### src/rtl/toc_pkg.sv
// Shared types, character codes and sizes for the terminal output canonicaliser.
`default_nettype none

package toc_pkg;

   // Character codes that the block recognises or sends.
   localparam logic [7:0] CHAR_NUL = 8'h00;
   localparam logic [7:0] CHAR_BS  = 8'h08;
   localparam logic [7:0] CHAR_TAB = 8'h09;
   localparam logic [7:0] CHAR_LF  = 8'h0A;
   localparam logic [7:0] CHAR_CR  = 8'h0D;
   localparam logic [7:0] CHAR_SP  = 8'h20;
   localparam logic [7:0] CHAR_TLD = 8'h7E;
   localparam logic [7:0] CHAR_DEL = 8'h7F;

   // Configuration register indexes.
   localparam logic [1:0] CSR_EXPAND_TABS = 2'd0;
   localparam logic [1:0] CSR_CR_AFTER_LF = 2'd1;
   localparam logic [1:0] CSR_FILL_COUNT  = 2'd2;

   localparam int CSR_INDEX_WIDTH = 2;
   localparam int CSR_DATA_WIDTH  = 2;

   // Tab stops, column size and the most characters one request may cause.
   localparam int TAB_WIDTH   = 8;
   localparam int COL_WIDTH   = 10;
   localparam int MAX_OUT     = 8;
   localparam int REP_WIDTH   = $clog2(MAX_OUT + 1);
   localparam int FILL_WIDTH  = 2;
   localparam int CHAR_WIDTH  = 7;

   // Depth of the work queue between front and back.
   localparam int QUEUE_DEPTH = 4;
   localparam int QPTR_WIDTH  = $clog2(QUEUE_DEPTH);
   localparam int QCNT_WIDTH  = $clog2(QUEUE_DEPTH + 1);

   // One unit of work: the lead character sent rep times, then an optional
   // carriage return, then del_cnt fill characters.
   typedef struct packed {
      logic [CHAR_WIDTH-1:0] lead;
      logic [REP_WIDTH-1:0]  rep;
      logic                  add_cr;
      logic [FILL_WIDTH-1:0] del_cnt;
   } desc_type;

endpackage

`default_nettype wire

### src/rtl/toc_req_if.sv
// Request channel interface carrying one character bound for the terminal.
`default_nettype none

interface toc_req_if;
   logic       valid;
   logic       ready;
   logic [7:0] char_in;

   modport source (output valid, output char_in, input ready);
   modport sink (input valid, input char_in, output ready);
endinterface

`default_nettype wire

### src/rtl/toc_rsp_if.sv
// Response channel interface carrying one seven-bit character to the transmitter.
`default_nettype none

interface toc_rsp_if;
   logic       valid;
   logic       ready;
   logic [6:0] char_out;
   logic       last;

   modport source (output valid, output char_out, output last, input ready);
   modport sink (input valid, input char_out, input last, output ready);
endinterface

`default_nettype wire

### src/rtl/toc_front.sv
// Front end: configuration registers, column tracking and request classification.
`default_nettype none

module toc_front (
   input  wire                                  clock,
   input  wire                                  reset,
   toc_req_if.sink                              req_bus,
   input  wire                                  csr_we,
   input  wire [toc_pkg::CSR_INDEX_WIDTH-1:0]   csr_index,
   input  wire [toc_pkg::CSR_DATA_WIDTH-1:0]    csr_wdata,
   input  wire                                  q_full,
   output logic                                 q_push,
   output toc_pkg::desc_type                    q_desc
);

   localparam logic [toc_pkg::COL_WIDTH-1:0] TabWidthCol = toc_pkg::COL_WIDTH'(toc_pkg::TAB_WIDTH);
   localparam logic [toc_pkg::COL_WIDTH-1:0] MaxOutCol   = toc_pkg::COL_WIDTH'(toc_pkg::MAX_OUT);

   logic                             expand_tabs_ff;
   logic                             cr_after_lf_ff;
   logic [toc_pkg::FILL_WIDTH-1:0]   fill_count_ff;
   logic [toc_pkg::COL_WIDTH-1:0]    column_ff;
   logic [toc_pkg::COL_WIDTH-1:0]    column_in;
   logic [toc_pkg::COL_WIDTH-1:0]    tab_cnt;
   logic                             fire;
   logic                             emit;
   toc_pkg::desc_type                desc;

   // Configuration writes; an index beyond the list is ignored.
   always_ff @(posedge clock) begin
      if (reset) begin
         expand_tabs_ff <= 1'b1;
         cr_after_lf_ff <= 1'b1;
         fill_count_ff  <= '0;
      end else if (csr_we) begin
         case (csr_index)
            toc_pkg::CSR_EXPAND_TABS: expand_tabs_ff <= csr_wdata[0];
            toc_pkg::CSR_CR_AFTER_LF: cr_after_lf_ff <= csr_wdata[0];
            toc_pkg::CSR_FILL_COUNT:  fill_count_ff  <= csr_wdata;
            default: ;
         endcase
      end
   end

   // A request is taken whenever the queue has room.
   assign req_bus.ready = !q_full;
   assign fire          = req_bus.valid && req_bus.ready;

   // Distance to the next tab stop, from one to the tab width.
   assign tab_cnt = TabWidthCol - (column_ff % TabWidthCol);

   // Classify the character into a unit of work and the new column.
   always_comb begin
      emit         = 1'b0;
      desc.lead    = req_bus.char_in[toc_pkg::CHAR_WIDTH-1:0];
      desc.rep     = toc_pkg::REP_WIDTH'(1);
      desc.add_cr  = 1'b0;
      desc.del_cnt = '0;
      column_in    = column_ff;
      case (req_bus.char_in)
         toc_pkg::CHAR_NUL: ;
         toc_pkg::CHAR_BS: begin
            if (column_ff != '0) begin
               emit      = 1'b1;
               column_in = column_ff - toc_pkg::COL_WIDTH'(1);
            end
         end
         toc_pkg::CHAR_TAB: begin
            emit = 1'b1;
            if (expand_tabs_ff) begin
               desc.lead = toc_pkg::CHAR_SP[toc_pkg::CHAR_WIDTH-1:0];
               desc.rep  = (tab_cnt > MaxOutCol) ? toc_pkg::REP_WIDTH'(toc_pkg::MAX_OUT)
                                                 : tab_cnt[toc_pkg::REP_WIDTH-1:0];
               column_in = column_ff + tab_cnt;
            end
         end
         toc_pkg::CHAR_LF: begin
            emit = 1'b1;
            if (cr_after_lf_ff) begin
               desc.add_cr  = 1'b1;
               desc.del_cnt = fill_count_ff;
               column_in    = '0;
            end
         end
         toc_pkg::CHAR_CR: begin
            emit         = 1'b1;
            desc.del_cnt = fill_count_ff;
            column_in    = '0;
         end
         default: begin
            // Printable characters pass through; everything else is dropped.
            if (req_bus.char_in inside {[toc_pkg::CHAR_SP:toc_pkg::CHAR_TLD]}) begin
               emit      = 1'b1;
               column_in = column_ff + toc_pkg::COL_WIDTH'(1);
            end
         end
      endcase
   end

   // The column moves only when a request is accepted.
   always_ff @(posedge clock) begin
      if (reset) begin
         column_ff <= '0;
      end else if (fire) begin
         column_ff <= column_in;
      end
   end

   assign q_push = fire && emit;
   assign q_desc = desc;

endmodule

`default_nettype wire

### src/rtl/toc_queue.sv
// Short first-in first-out queue of work units between front and back.
`default_nettype none

module toc_queue (
   input  wire                 clock,
   input  wire                 reset,
   input  wire                 push,
   input  toc_pkg::desc_type   push_desc,
   output logic                full,
   output logic                pop_valid,
   input  wire                 pop_ready,
   output toc_pkg::desc_type   pop_desc
);

   toc_pkg::desc_type                 entry_ff [toc_pkg::QUEUE_DEPTH];
   logic [toc_pkg::QPTR_WIDTH-1:0]    wr_ptr_ff;
   logic [toc_pkg::QPTR_WIDTH-1:0]    rd_ptr_ff;
   logic [toc_pkg::QCNT_WIDTH-1:0]    count_ff;
   logic [toc_pkg::QCNT_WIDTH-1:0]    count_in;
   logic                              do_push;
   logic                              do_pop;

   assign full      = (count_ff == toc_pkg::QCNT_WIDTH'(toc_pkg::QUEUE_DEPTH));
   assign pop_valid = (count_ff != '0);
   assign pop_desc  = entry_ff[rd_ptr_ff];
   assign do_push   = push && !full;
   assign do_pop    = pop_valid && pop_ready;

   // Occupancy follows pushes and pops.
   always_comb begin
      count_in = count_ff;
      if (do_push && !do_pop) begin
         count_in = count_ff + toc_pkg::QCNT_WIDTH'(1);
      end else if (do_pop && !do_push) begin
         count_in = count_ff - toc_pkg::QCNT_WIDTH'(1);
      end
   end

   // Pointers and occupancy.
   always_ff @(posedge clock) begin
      if (reset) begin
         wr_ptr_ff <= '0;
         rd_ptr_ff <= '0;
         count_ff  <= '0;
      end else begin
         if (do_push) begin
            wr_ptr_ff <= wr_ptr_ff + toc_pkg::QPTR_WIDTH'(1);
         end
         if (do_pop) begin
            rd_ptr_ff <= rd_ptr_ff + toc_pkg::QPTR_WIDTH'(1);
         end
         count_ff <= count_in;
      end
   end

   // Entry storage needs no reset.
   always_ff @(posedge clock) begin
      if (do_push) begin
         entry_ff[wr_ptr_ff] <= push_desc;
      end
   end

endmodule

`default_nettype wire

### src/rtl/toc_back.sv
// Back end: plays a work unit out as characters, one per cycle unless stalled.
`default_nettype none

module toc_back (
   input  wire                 clock,
   input  wire                 reset,
   input  wire                 q_valid,
   output logic                q_ready,
   input  toc_pkg::desc_type   q_desc,
   toc_rsp_if.source           rsp_bus
);

   localparam int RemWidth = toc_pkg::REP_WIDTH + 1;

   logic                              busy_ff;
   logic                              busy_in;
   logic [toc_pkg::CHAR_WIDTH-1:0]    lead_ff;
   logic [toc_pkg::REP_WIDTH-1:0]     rep_ff;
   logic [toc_pkg::REP_WIDTH-1:0]     rep_in;
   logic                              cr_ff;
   logic                              cr_in;
   logic [toc_pkg::FILL_WIDTH-1:0]    del_ff;
   logic [toc_pkg::FILL_WIDTH-1:0]    del_in;
   logic [RemWidth-1:0]               remaining;
   logic                              fire;
   logic                              is_last;
   logic                              load;

   // Characters still to send for the current unit.
   assign remaining = RemWidth'(rep_ff) + RemWidth'(cr_ff) + RemWidth'(del_ff);
   assign is_last   = (remaining == RemWidth'(1));

   // The working registers drive the response directly.
   assign rsp_bus.valid    = busy_ff;
   assign rsp_bus.last     = is_last;
   assign rsp_bus.char_out = (rep_ff != '0) ? lead_ff :
                             cr_ff ? toc_pkg::CHAR_CR[toc_pkg::CHAR_WIDTH-1:0] :
                                     toc_pkg::CHAR_DEL[toc_pkg::CHAR_WIDTH-1:0];

   assign fire    = rsp_bus.valid && rsp_bus.ready;
   assign q_ready = !busy_ff || (fire && is_last);
   assign load    = q_valid && q_ready;

   // Step through lead run, carriage return and fill in that order.
   always_comb begin
      busy_in = busy_ff;
      rep_in  = rep_ff;
      cr_in   = cr_ff;
      del_in  = del_ff;
      if (load) begin
         busy_in = 1'b1;
         rep_in  = q_desc.rep;
         cr_in   = q_desc.add_cr;
         del_in  = q_desc.del_cnt;
      end else if (fire) begin
         if (is_last) begin
            busy_in = 1'b0;
         end
         if (rep_ff != '0) begin
            rep_in = rep_ff - toc_pkg::REP_WIDTH'(1);
         end else if (cr_ff) begin
            cr_in = 1'b0;
         end else begin
            del_in = del_ff - toc_pkg::FILL_WIDTH'(1);
         end
      end
   end

   // Control state.
   always_ff @(posedge clock) begin
      if (reset) begin
         busy_ff <= 1'b0;
         rep_ff  <= '0;
         cr_ff   <= 1'b0;
         del_ff  <= '0;
      end else begin
         busy_ff <= busy_in;
         rep_ff  <= rep_in;
         cr_ff   <= cr_in;
         del_ff  <= del_in;
      end
   end

   // The lead character is payload and needs no reset.
   always_ff @(posedge clock) begin
      if (load) begin
         lead_ff <= q_desc.lead;
      end
   end

endmodule

`default_nettype wire

### src/rtl/terminal_output_canonicalizer.sv
// Top level of the terminal output canonicaliser: front, work queue and back.
`default_nettype none

// Each request character becomes zero to eight response characters, with the
// cursor column kept internally. The front takes one request per cycle while
// the four-entry work queue has room; characters that cause nothing (NUL,
// backspace at column zero, other control and high bytes) are accepted but
// push no work. The back sends one response character per cycle while the
// response channel is ready. A printable character causes one response
// character, an expanded tab up to eight, and a line feed up to five, with
// carriage return and three fill characters. The back's one-character-per-
// cycle output sets the sustained rate. Configuration registers take effect
// for requests accepted after the write.
module terminal_output_canonicalizer (
   input  wire                                 clock,
   input  wire                                 reset,
   toc_req_if.sink                             req_bus,
   toc_rsp_if.source                           rsp_bus,
   input  wire                                 csr_we,
   input  wire [toc_pkg::CSR_INDEX_WIDTH-1:0]  csr_index,
   input  wire [toc_pkg::CSR_DATA_WIDTH-1:0]   csr_wdata
);

   logic               q_full;
   logic               q_push;
   toc_pkg::desc_type  q_push_desc;
   logic               q_valid;
   logic               q_ready;
   toc_pkg::desc_type  q_pop_desc;

   // Request classification and column tracking.
   toc_front u_front (
      .clock     (clock),
      .reset     (reset),
      .req_bus   (req_bus),
      .csr_we    (csr_we),
      .csr_index (csr_index),
      .csr_wdata (csr_wdata),
      .q_full    (q_full),
      .q_push    (q_push),
      .q_desc    (q_push_desc)
   );

   // Work queue between the two halves.
   toc_queue u_queue (
      .clock     (clock),
      .reset     (reset),
      .push      (q_push),
      .push_desc (q_push_desc),
      .full      (q_full),
      .pop_valid (q_valid),
      .pop_ready (q_ready),
      .pop_desc  (q_pop_desc)
   );

   // Character play-out.
   toc_back u_back (
      .clock   (clock),
      .reset   (reset),
      .q_valid (q_valid),
      .q_ready (q_ready),
      .q_desc  (q_pop_desc),
      .rsp_bus (rsp_bus)
   );

`ifndef SYNTHESIS
   // An idle back end must take queued work at once.
   assert property (@(posedge clock) disable iff (reset)
      (q_valid && !rsp_bus.valid) |-> q_ready)
      else $error("back end idle while work is queued");

   // Work taken from the queue appears on the response channel next cycle.
   assert property (@(posedge clock) disable iff (reset)
      (q_valid && q_ready) |=> rsp_bus.valid)
      else $error("loaded work unit not presented");

   // A run of characters continues until its final character is taken.
   assert property (@(posedge clock) disable iff (reset)
      (rsp_bus.valid && rsp_bus.ready && !rsp_bus.last) |=> rsp_bus.valid)
      else $error("character run broken before its final character");
`endif

endmodule

`default_nettype wire
### src/flat_wrapper.sv
// flat-port wrapper written by rule: the top's interface ports become plain ports
module terminal_output_canonicalizer_flat 
  (clock, reset, csr_we, csr_index, csr_wdata, req_bus_valid, req_bus_char_in, req_bus_ready, rsp_bus_valid, rsp_bus_char_out, rsp_bus_last, rsp_bus_ready);
  toc_req_if req_bus_i ();
  toc_rsp_if rsp_bus_i ();
  input  wire clock;
  input  wire reset;
  input  wire csr_we;
  input  wire [toc_pkg::CSR_INDEX_WIDTH-1:0] csr_index;
  input  wire [toc_pkg::CSR_DATA_WIDTH-1:0] csr_wdata;
  input wire logic [$bits(req_bus_i.valid)-1:0] req_bus_valid;
  input wire logic [$bits(req_bus_i.char_in)-1:0] req_bus_char_in;
  output wire logic [$bits(req_bus_i.ready)-1:0] req_bus_ready;
  output wire logic [$bits(rsp_bus_i.valid)-1:0] rsp_bus_valid;
  output wire logic [$bits(rsp_bus_i.char_out)-1:0] rsp_bus_char_out;
  output wire logic [$bits(rsp_bus_i.last)-1:0] rsp_bus_last;
  input wire logic [$bits(rsp_bus_i.ready)-1:0] rsp_bus_ready;
  assign req_bus_i.valid = req_bus_valid;
  assign req_bus_i.char_in = req_bus_char_in;
  assign req_bus_ready = req_bus_i.ready;
  assign rsp_bus_valid = rsp_bus_i.valid;
  assign rsp_bus_char_out = rsp_bus_i.char_out;
  assign rsp_bus_last = rsp_bus_i.last;
  assign rsp_bus_i.ready = rsp_bus_ready;
  terminal_output_canonicalizer u_core (.clock(clock), .reset(reset), .req_bus(req_bus_i), .rsp_bus(rsp_bus_i), .csr_we(csr_we), .csr_index(csr_index), .csr_wdata(csr_wdata));
endmodule
### config.mk
export PLATFORM = sky130hd
export DESIGN_NAME = terminal_output_canonicalizer_flat
export DESIGN_NICKNAME = d
export VERILOG_FILES = /design/src/rtl/toc_pkg.sv /design/src/rtl/toc_req_if.sv /design/src/rtl/toc_rsp_if.sv /design/src/rtl/toc_front.sv /design/src/rtl/toc_queue.sv /design/src/rtl/toc_back.sv /design/src/rtl/terminal_output_canonicalizer.sv /design/src/flat_wrapper.sv
export SDC_FILE = /design/constraint.sdc
export NUM_CORES = 1
export LEC_CHECK = 0
export ABC_CLOCK_PERIOD_IN_PS = 5300
export BUFFER_PORTS_ARGS = -buffer_cell sky130_fd_sc_hd__clkbuf_2
export CAP_MARGIN = 20
export CELL_PAD_IN_SITES_DETAIL_PLACEMENT = 1
export CELL_PAD_IN_SITES_GLOBAL_PLACEMENT = 1
export CORE_AREA = 2 2 97 99
export CTS_CLUSTER_DIAMETER = 40
export DETAILED_ROUTE_END_ITERATION = 16
export DIE_AREA = 0 0 99 101
export MAX_ROUTING_LAYER = met4
export PLACE_DENSITY_LB_ADDON = 0.05
export SETUP_SLACK_MARGIN = 0.02
export SYNTH_ARGS = -nofsm -noshare
export SYNTH_HDL_FRONTEND = slang
export SYNTH_HIERARCHICAL = 1
export SYNTH_SLANG_ARGS = --single-unit
### constraint.sdc
create_clock -name clock -period 5.3 [get_ports clock]
set_clock_uncertainty 0.15 [all_clocks]
set_input_delay 0.53 -clock clock [delete_from_list [all_inputs] [get_ports clock]]
set_output_delay 0.53 -clock clock [all_outputs]
set_load 0.01 [all_outputs]
# Word level (Yosys, flattened, before mapping)
# Memories as Yosys holds them, arrays and structs flattened. A register that Yosys moved wholly into a read port is not among the register bits.
# Cells that the tools add are included.
dict set report op_classes {
  reduce_logical 33
  n_bitwise 1
  mux 35
  n_addsub 12
  n_eq_ne 13
  n_lt_le_gt_ge 3
}
# operator count
set ops {}
lappend ops {{case mux 10 bit (5 select lines)} 1}
lappend ops {{2-to-1 mux 10 bit} 4}
lappend ops {{== test 8 x 4 -> 1 bit (second input constant)} 4}
lappend ops {{2-to-1 mux 11 bit} 2}
lappend ops {{2-to-1 mux 4 bit} 4}
lappend ops {{2-to-1 mux 7 bit} 2}
lappend ops {{2-to-1 mux 2 bit} 6}
lappend ops {{AND reduction 2 bit} 6}
lappend ops {{2-to-1 mux 1 bit} 11}
lappend ops {{adder 10 x 1 -> 10 bit (second input constant)} 1}
lappend ops {{adder 10 bit} 1}
lappend ops {{> comparator 10 x 4 -> 1 bit (second input constant)} 1}
lappend ops {{nonzero test 10 bit} 1}
lappend ops {{subtractor 10 x 1 -> 10 bit (second input constant)} 1}
lappend ops {{logical AND 1 bit} 9}
lappend ops {{2-to-1 mux 3 bit} 3}
lappend ops {{>= comparator 8 x 6 -> 1 bit (second input constant)} 1}
lappend ops {{less-or-equal comparator 8 x 7 -> 1 bit (second input constant)} 1}
lappend ops {{zero test 8 bit} 1}
lappend ops {{nonzero test 2 bit} 4}
lappend ops {{inequality test 2 bit (second input constant)} 3}
lappend ops {{AND reduction 6 bit} 1}
lappend ops {{adder 4 x 1 -> 5 bit} 1}
lappend ops {{adder 5 x 2 -> 5 bit} 1}
lappend ops {{other kinds (22)} 27}
dict set report word_totals {
  mem_count 1
  elab_cells 110
  output_inout_bits 10
  inputBits 17
  regBits 36
  mem_bits_rw 56
}
# memory words width read_ports rd_ports_with_merged_regs write_ports line
set memory_table {}
lappend memory_table {u_core.u_queue.entry_ff 4 14 1 1 1 toc_queue.sv:15} ;# toc_pkg::desc_type entry_ff [toc_pkg::QUEUE_DEPTH];

# Depth between registers and ports, before layout
# Gate-level depths: netlist of the first run.
dict set report depth {
  word_depth 10
  ltp_mapped 15
}

# Modules after synthesis
# The synthesis of the first run kept the hierarchy.
# mod area_each_um2 instances cells_each seq_area_each_um2
set modules_own_cells {}
lappend modules_own_cells {toc_queue 2512.4 1 121 1861.8}
lappend modules_own_cells {toc_front 1332.5 1 183 280.3}
lappend modules_own_cells {toc_back 890.9 1 80 370.4}

# Worst setup path before layout of the first run
# OpenSTA, ideal clock, no wires.
dict set report synth_path {
  path_type {in2reg}
  start {in req_bus_char_in[7]}
  end {reg u_core/u_front/column_ff[7] in the netlist's numbering}
  cell_stages 13
  setup_slack_ns 2.004
  arrival_time_ns 3.029
  path_cell_list {nor4_4 -> nand2_2 -> nor2_1 -> and2_0 -> a21oi_1 -> inv_1 -> ha_1 -> a211oi_1 -> o21ai_0 -> a2111oi_0 -> nor3_1 -> xor2_1 -> a32o_1}
}
dict set report synth_via {
  elab_chain_cells 4
  elab_cells_between_ends 15
  cone_classes {order compare (2); eq/ne (7); mux (1); bitwise (1); reduce/logical (4)}
}
# element line
set synth_rtl {}
lappend synth_rtl {{start: declaration} flat_wrapper.sv:12} ;# input wire logic [$bits(req_bus_i.char_in)-1:0] req_bus_char_in;
lappend synth_rtl {{>= comparator 8 x 6 -> 1 bit / less-or-equal comparator 8 x 7 -> 1 bit (equally long branches)} toc_front.sv:92} ;# if (req_bus.char_in inside {[toc_pkg::CHAR_SP:toc_pkg::CHAR_TLD]}) begin
lappend synth_rtl {{logical AND 1 bit} toc_front.sv:92}
lappend synth_rtl {{nonzero test 5 bit (no source line)} -}
lappend synth_rtl {{AND reduction 6 bit (no source line)} -}
lappend synth_rtl {{end signal: assignment} toc_front.sv:105} ;# column_ff <= column_in;
lappend synth_rtl {{end: declaration} toc_front.sv:22} ;# logic [toc_pkg::COL_WIDTH-1:0] column_ff;
# Parallel ways exist; a longest one is shown, timed or not.
# A chain may end at the register's enable or synchronous reset.

# Final worst setup path of the first run
dict set report layout_path {
  start {reg u_core/u_front/column_ff[0] in the netlist's numbering}
  end {reg u_core/u_queue/count_ff[2] in the netlist's numbering}
}
dict set report layout_via {
  elab_chain_cells 8
  elab_cells_between_ends 10
  cone_classes {mux (3); reduce/logical (7)}
}
# element line
set layout_rtl {}
lappend layout_rtl {{nonzero test 10 bit *} toc_front.sv:63} ;# if (column_ff != '0) begin
lappend layout_rtl {{2-to-1 mux 1 bit *} toc_front.sv:63}
lappend layout_rtl {{case mux 1 bit (3 select lines) *} toc_front.sv:60} ;# case (req_bus.char_in)
lappend layout_rtl {{logical AND 1 bit *} toc_front.sv:109} ;# assign q_push = fire && emit;
lappend layout_rtl {{via u_core.q_push} terminal_output_canonicalizer.sv:25} ;# logic q_push;
lappend layout_rtl {{logical AND 1 bit *} toc_queue.sv:26} ;# assign do_push = push && !full;
lappend layout_rtl {{via u_core.u_queue.do_push} toc_queue.sv:20} ;# logic do_push;
lappend layout_rtl {{zero test 1 bit} toc_queue.sv:34} ;# end else if (do_pop && !do_push) begin
lappend layout_rtl {{logical AND 1 bit} toc_queue.sv:34}
lappend layout_rtl {{nonzero test 2 bit (no source line)} -}
lappend layout_rtl {{end signal: assignment} toc_queue.sv:52} ;# count_ff <= count_in;
lappend layout_rtl {{end: declaration} toc_queue.sv:18} ;# logic [toc_pkg::QCNT_WIDTH-1:0] count_ff;
# Mark *: on every way through the listed nets, which the timed path passes. The rest lies on a longest branch.

==> summary.txt, run 1 <==
Final layout
  • Antenna Cells: 0
  • Commonest cells after routing, fill and taps aside: edfxtp_1, nor2_1, dfxtp_1, clkbuf_2, inv_1
  • Layout cells sized above 1: 19.0%
  • Layout area overhead: 7.77%
  • Final nets: 444
  • Most common cell after layout, fill and taps aside: edfxtp_1
  • Fill cells: 927

Detailed routing
  • Vias per cell: 5.82
  • 1st-iter DRT viols: 130
  • Post-Route WL: 10.0 mm
  • WL/cell: 19.2 um
  • Vias: 3039
  • First drt pass iteration count: 4
  • Post-DRT Antenna Nets: 0
  • DRC errors left: 0

Clock network
  • TritonCTS clock tree: done
  • Post CTS Setup Buffer Count: 0
  • Post-CTS Resized: 0
  • H-tree depth reported by CTS: 3
  • Cts hold-fix bufs: 0
  • Clock Sinks: 94
  • Clk Latency, worst-skew pair: 350 ps
  • Root Buffer: clkbuf_8
  • Cts bufs inserted: 9
  • Max Root-Sink Buffers: 2
  • Clock Pin Slew Worst Setup and Hold Paths: 100 ps

Power and ir drop
  • Register share of total power: 45.4%
  • P_sw: 0.751 mW
  • Max IR drop VDD: 0.000212 V
  • Comb pwr share: 32.6%
  • Internal cell power: 1.43 mW
  • Power per cell area: 428 nW/um2
  • Sw Share: 34.4%
  • Total design power: 2.19 mW
  • Leakage power: 1.86 nW
  • Clk network pwr share: 22.1%

Place
  • Hpwl dp: 7.45 mm
  • PortBufs: 26
  • GP Congestion: 0.879

Logic synthesis
  • Post-synth top area share: 39.9%
  • Number of flops mapped to enable cells by yosys: 63
  • Synth Flop Type: edfxtp_1
  • Synth area leader: edfxtp_1
  • Ys async rst share: 0%
  • Ranking of synthesized cells by area: edfxtp_1, dfxtp_1, mux4_2, ha_1, nor2_1
  • Synth Register Bits: 94
  • Sequential fraction of the synthesis area: 53.1%
  • Yosys warns: 6
  • Mean post-synth cell area: 12.3 um2
  • Mapped cell area: 4740 um2
  • Gate Count Post-Synth: 384
  • Mapped Nets: 422
  • Distinct cell type count after synthesis: 65

Timing
  • Final-report setup violation count: 0
  • Worst slew margin: 37.4%
  • Highest Clock Rate: 278 MHz
  • Final setup TNS: 0 ps
  • Part of the cycle the worst path needs: 67.8%
  • RSZ-0062 raised after global routing: no
  • Slew Limit Fails: 0
  • Tightest Pin Transition: 938 ps
  • Minimum clock period after layout: 3600 ps
  • Final Hold Fails: 0

Run status
  • Status: finished, final reports clean

GRT
  • Largest net degree at the start of global routing: 31
  • Initial antenna violation count: 0
  • First-pass GRT wire length: 16.8 mm
  • Gr ovfl total: 0
  • Vias in the first global route: 3271
  • Total track usage: 22.4%

Die
  • # IOs: 27
  • Die Span X: 99 um
  • Die span in y: 101 um
  • # rows: 35
  • Initial core utilization: 52.8%
  • Die area: 10000 um2
  • Core box area: 8980 um2

Critical path
  • Required @ worst endpoint: 5420 ps
  • Critical path class: register to register
  • CP max FO: 6
  • Worst Setup End Kind: register
  • CP startpoint kind: register
  • Crit path DAT: 3710 ps

Run
  • Max-Cap Viols: 0

Min path
  • HP Class: input pin to register
final cells by class:
cell class              instances  area, um2  area share [%]
clock buffers                   9        124            2.43
repair buffers                 26        130            2.55
multi-input cells             251       2030            39.8
well taps                     111        139            2.72
flip-flops and latches         94       2510            49.2
clock inverters                 7       78.8            1.54
inverters                      24       90.1            1.77
stage by stage:
stage / hold slack (ps) / std cells / instance area [um2] / utilization, % / worst slack [ps]
2_1_floorplan: 299 / 384 / 4740 / - / 2000
3_3_place_gp: 332 / 506 / 4900 / 54.6 / 1620
3_5_place_dp: 339 / 506 / 4900 / 54.6 / 1500
4_1_cts: 257 / 522 / 5100 / 56.9 / 1700
5_1_grt: 265 / 522 / 5100 / 56.9 / 1390
6_report: 262 / 522 / 5100 / 56.9 / 1700
cell usage after synthesis (6+ instances only):
master     n
a21o_1     6
or3_1      8
ha_1      17
nor2_1    32
and2_1     6
nand2_1   17
xor2_1     6
nand3_1   11
nor2_2     6
mux2i_1    9
nand2b_1  10
a21oi_1   16
nor3_1     8
inv_1     24
edfxtp_1  63
mux4_2    12
o21ai_0   12
dfxtp_1   31
clkbuf_1   7
per-layer routing:
metal | vias up | GRT usage, % | wire, um
met5 | - | - | 0
met4 | 0 | 6.95 | 210
met3 | 15 | 3.74 | 277
met2 | 50 | 39.9 | 5270
met1 | 1503 | 26.1 | 4270
li1 | 1471 | - | -
flip-flops by register name, summed over array words and instances, names as in the netlist, named ones only:
| name | flops |
|---|---|
| u_core/u_back/lead_ff | 7 |
| u_core/u_queue/count_ff | 3 |
| u_core/u_front/cr_after_lf_ff | 1 |
| u_core/u_back/rep_ff | 4 |
| u_core/u_front/fill_count_ff | 2 |
| u_core/u_back/rsp_bus.valid | 1 |
| u_core/u_queue/rd_ptr_ff | 2 |
| u_core/u_queue/entry_ff | 56 |
| u_core/u_back/cr_ff | 1 |
| u_core/u_queue/wr_ptr_ff | 2 |
| u_core/u_front/expand_tabs_ff | 1 |
| u_core/u_front/column_ff | 10 |
| u_core/u_back/del_ff | 2 |
worst max-delay path: stages (launching register included):
cell,delay [ps]
dfxtp_1,450
inv_1,130
ha_1,260
nor4b_1,160
a31oi_1,270
nand3_1,140
o211ai_1,150
and3_1,230
inv_1,80
nor2_2,230
ha_1,230
inv_1,60
fa_1,370
xor2_1,150
or3_1,300
a21oi_1,150
power by group through the flow:
stage          Sequential (mW)  Clock (mW)  Combinational [mW]
6_report                 0.992       0.482               0.712
5_1_grt                   1.01       0.525               0.794
4_1_cts                  0.996       0.496               0.727
3_5_place_dp              1.01           0               0.722
3_3_place_gp              1.01           0               0.691
2_1_floorplan            0.960           0               0.604
worst paths after layout:
path | start | end | slack (ps) | cells after the start
min | csr_wdata[1] | u_core/u_front/fill_count_ff[1]$_SDFFE_PP0P_ | 260 | 3
max | u_core/u_front/column_ff[0]$_SDFFE_PP0P_ | u_core/u_queue/count_ff[2]$_SDFFE_PP0P_ | 1700 | 15
max reg2reg | u_core/u_front/column_ff[0]$_SDFFE_PP0P_ | u_core/u_queue/count_ff[2]$_SDFFE_PP0P_ | 1700 | 15
min reg2reg | u_core/u_front/fill_count_ff[1]$_SDFFE_PP0P_ | u_core/u_front/fill_count_ff[1]$_SDFFE_PP0P_ | 350 | 2
cells by family after synthesis:
group	share of synthesized area, %
adder cells (fa/ha/maj)	6.18
flip-flops	53.1
AND/OR/NAND/NOR	14.7
XOR/XNOR	2.03
multiplexers	8.72
buffers and inverters	4.10
AO/OA/AOI/OAI	11.3
Power figures use the tool's default switching activity.
==> inputs of run 2 (changes only) <==
Settings changed: ABC_AREA set to 1, ABC_CLOCK_PERIOD_IN_PS 5300 to 3500, CORE_AREA 2 2 97 99 to 2 2 107 109, DIE_AREA 0 0 99 101 to 0 0 109 111.
Clock period 5.3 ns to 3.5 ns, I/O delays scaled along.
==> run 2 against run 1 <==
Against the previous run:
- fmax is 15% higher
- combinational power is 110% higher
- via count is 26% higher
- largest cell class unchanged
- highest routed layer unchanged
==> summary.txt, run 2 <==
Run status
  • Status: finished, final reports clean

Logic synthesis
  • Mapped cell area: 5080 um2 (+7.3%)
  • Synth area leader: edfxtp_1
  • Yosys warns: 6 (unchanged)
  • Mean post-synth cell area: 8.81 um2 (-29%)
  • Sequential fraction of the synthesis area: 49.4% (-3.6 points)
  • Ys async rst share: 0% (unchanged)
  • Most frequent cell after synthesis: nand2_1
  • Post-synth top area share: 37.2% (-2.7 points)
  • Gate Count Post-Synth: 577 (+50%)
  • Post-synth top cells: nand2_1, nor2_1, inv_1, edfxtp_1, dfxtp_1
  • Ranking of synthesized cells by area: edfxtp_1, dfxtp_1, nand2_1, nor2_1, inv_1
  • Mapped Nets: 615 (+46%)
  • Distinct cell type count after synthesis: 39 (-40%)
  • Synth Register Bits: 94 (unchanged)
  • Number of flops mapped to enable cells by yosys: 63 (unchanged)
  • Synth Flop Type: edfxtp_1

Power and ir drop
  • Max IR drop VDD: 0.000489 V (+130%)
  • Leakage power: 2.46 nW (+32%)
  • Power per cell area: 701 nW/um2 (+64%)

Critical path
  • Critical path class: register to register
  • Required @ worst endpoint: 3580 ps (-1840 ps)
  • Crit path DAT: 3220 ps (-490 ps)
  • Worst Setup End Kind: register
  • RR Startpoint: u_core/u_back/rep_ff[0]$_SDFFE_PP0P_
  • CP startpoint kind: register
  • CP max FO: 5 (-1)
  • CP Launch Point: u_core/u_back/rep_ff[0]$_SDFFE_PP0P_
  • Reg2Reg Depth: 15 (unchanged)

Detailed routing
  • 1st-iter DRT viols: 140 (+7.7%)
  • Post-Route WL: 11.7 mm (+16%)
  • WL/cell: 15.5 um (-20%)
  • First drt pass iteration count: 4 (unchanged)
  • Vias per cell: 5.06 (-13%)
  • Vias: 3817 (+26%)
  • DRC errors left: 0 (unchanged)
  • Post-DRT Antenna Nets: 0 (unchanged)

Timing
  • Worst setup margin: 367 ps (-1340 ps)
  • Highest Clock Rate: 319 MHz (+15%)
  • Part of the cycle the worst path needs: 89.5% (+22 points)
  • Final-report setup violation count: 0 (unchanged)
  • Worst slew margin: 67.5% (+30 points)
  • Tightest Pin Transition: 488 ps (-450 ps)
  • Final setup TNS: 0 ps (unchanged)
  • Slew Limit Fails: 0 (unchanged)
  • Worst Hold Slack: 123 ps (-139 ps)
  • RSZ-0062 raised after global routing: no
  • Minimum clock period after layout: 3130 ps (-463 ps)
  • Final Hold Fails: 0 (unchanged)

Final layout
  • Design Area, Final: 5650 um2 (+11%)
  • Commonest cells after routing, fill and taps aside: nand2_1, nor2_1, inv_1, edfxtp_1, dfxtp_1
  • Max reg flops: 56 (unchanged)
  • Regs by FF count: u_core/u_queue/entry_ff: 56 flops, u_core/u_front/column_ff: 10 flops, u_core/u_back/lead_ff: 7 flops
  • Fill cells: 1282 (+38%)
  • Non-Filler Instances: 755 (+45%)
  • Largest Register: u_core/u_queue/entry_ff
  • Most common cell after layout, fill and taps aside: nand2_1
  • Final nets: 645 (+45%)
  • Layout area overhead: 11.2%
  • Layout cells sized above 1: 17.6% (-1.3 points)
  • Storage cell area: 2510 um2 (unchanged)
  • Multi-input logic area: 2190 um2 (+8.0%)
  • Antenna Cells: 0 (unchanged)

Place
  • Dpl ws: 346 ps (-1150 ps)
  • Placed inst area: 5340 um2 (+9.0%)
  • PortBufs: 26 (unchanged)
  • Hpwl dp: 8.80 mm (+18%)
  • Placed cell count: 739 (+46%)
  • GP Congestion: 0.817 (-7.0%)

Die
  • Die area: 12100 um2 (+21%)
  • Die span in y: 111 um (+9.9%)
  • Die Span X: 109 um (+10%)
  • Core box area: 11100 um2 (+23%)
  • # rows: 39 (+11%)
  • Initial core utilization: 45.9% (-6.9 points)
  • # IOs: 27 (unchanged)

GRT
  • GR Util met2: 37.4% (-2.4 points)
  • GR peak layer: met2
  • Gr ovfl total: 0 (unchanged)
  • GRT met3 Usage: 3.70% (-0.041 points)
  • Total track usage: 21.8% (-0.68 points)
  • Vias in the first global route: 4079 (+25%)
  • Initial antenna violation count: 0 (unchanged)
  • Largest net degree at the start of global routing: 29 (-6.5%)
  • First-pass GRT wire length: 19.8 mm (+18%)
  • Met1 usage: 25.9% (-0.26 points)

Clock network
  • Post-CTS Resized: 0 (unchanged)
  • H-tree depth reported by CTS: 3 (unchanged)
  • Max Root-Sink Buffers: 2 (unchanged)
  • Clk Latency, worst-skew pair: 350 ps (about the same)
  • Post CTS Setup Buffer Count: 0 (unchanged)
  • Root Buffer: clkbuf_16
  • Cts bufs inserted: 9 (unchanged)
  • TritonCTS clock tree: done
  • Clock Pin Slew Worst Setup and Hold Paths: 70 ps (-30 ps)
  • Clock Sinks: 94 (unchanged)
  • Cts hold-fix bufs: 0 (unchanged)

Min path
  • Hold path startpoint: csr_wdata[0]
  • Worst Hold Path Cells: 3 (unchanged)
  • HP Class: input pin to register

Run
  • Max-Cap Viols: 0 (unchanged)
[run 2: cell count changes after synthesis, sizes merged, moves of 13 or more]
cell / previous run / this run
inv: 24 / 74
nand2: 19 / 143
o21ai: 13 / 43
nand3: 11 / 24
mux4: 14 / 0
nor2: 38 / 100
o22ai: 0 / 14
[run 2: logic make-up (layout without fill, tap and decap cells)]
family	Yosys count	count (layout)	share of synthesized area, %
adders and majority gates	21	21	5.76
DFF	94	94	49.4
AOI/OAI and AO/OA	86	86	10.4
and+or+nand+nor	282	282	25.8
buffers and inverters	87	122	7.43
xor gates and xnor gates	7	7	1.21
[run 2: worst max-delay path, cell delays in order (launching register included)]
cell and delay (ps):
dfxtp_1 310, inv_1 90, fa_1 430, inv_1 90, fa_1 410, nor2_1 90, nand2_1 60, nor2_2 140
nand3_4 110, nand2_4 120, nand2_4 70, ha_1 200, inv_1 90, fa_1 410, o21ai_0 190, nor2_1 50
[run 2: worst paths after layout]
path	to	slack (ps)
hold / removal	u_core/u_front/expand_tabs_ff$_SDFFE_PP1P_	120
setup / recovery	u_core/u_queue/count_ff[1]$_SDFFE_PP0P_	370
setup reg to reg	u_core/u_queue/count_ff[1]$_SDFFE_PP0P_	370
hold reg to reg	u_core/u_front/fill_count_ff[1]$_SDFFE_PP0P_	310
[run 2: where the power goes]
group	internal (mW)	total [mW]	switching, mW
clock network	0.572	1.03	0.454
logic	0.503	1.48	0.978
registers	1.36	1.46	0.0985
total	2.43	3.96	1.53
[run 2: final cells by class]
| type | count | area share [%] |
|---|---|---|
| clock inverter | 7 | 1.53 |
| multi-input combinational | 396 | 38.8 |
| inverter | 74 | 5.00 |
| clock buffer | 9 | 3.98 |
| timing repair buffer | 32 | 3.10 |
| sequential | 94 | 44.4 |
| tap | 143 | 3.17 |
[run 2: layer usage]
layer  wire (um)  share of wire, %
met1        5160                44
met2        6030                52
met3         301               2.6
met4         176               1.5
met5           0                 0
[run 2: per-stage QoR]
step	util, %	power, mW
after global placement	48.2	2.91
final	51.0	3.96
after detailed placement	48.2	2.98
after global routing	51.0	4.25
after floorplan	-	2.60
after CTS	51.0	4.01
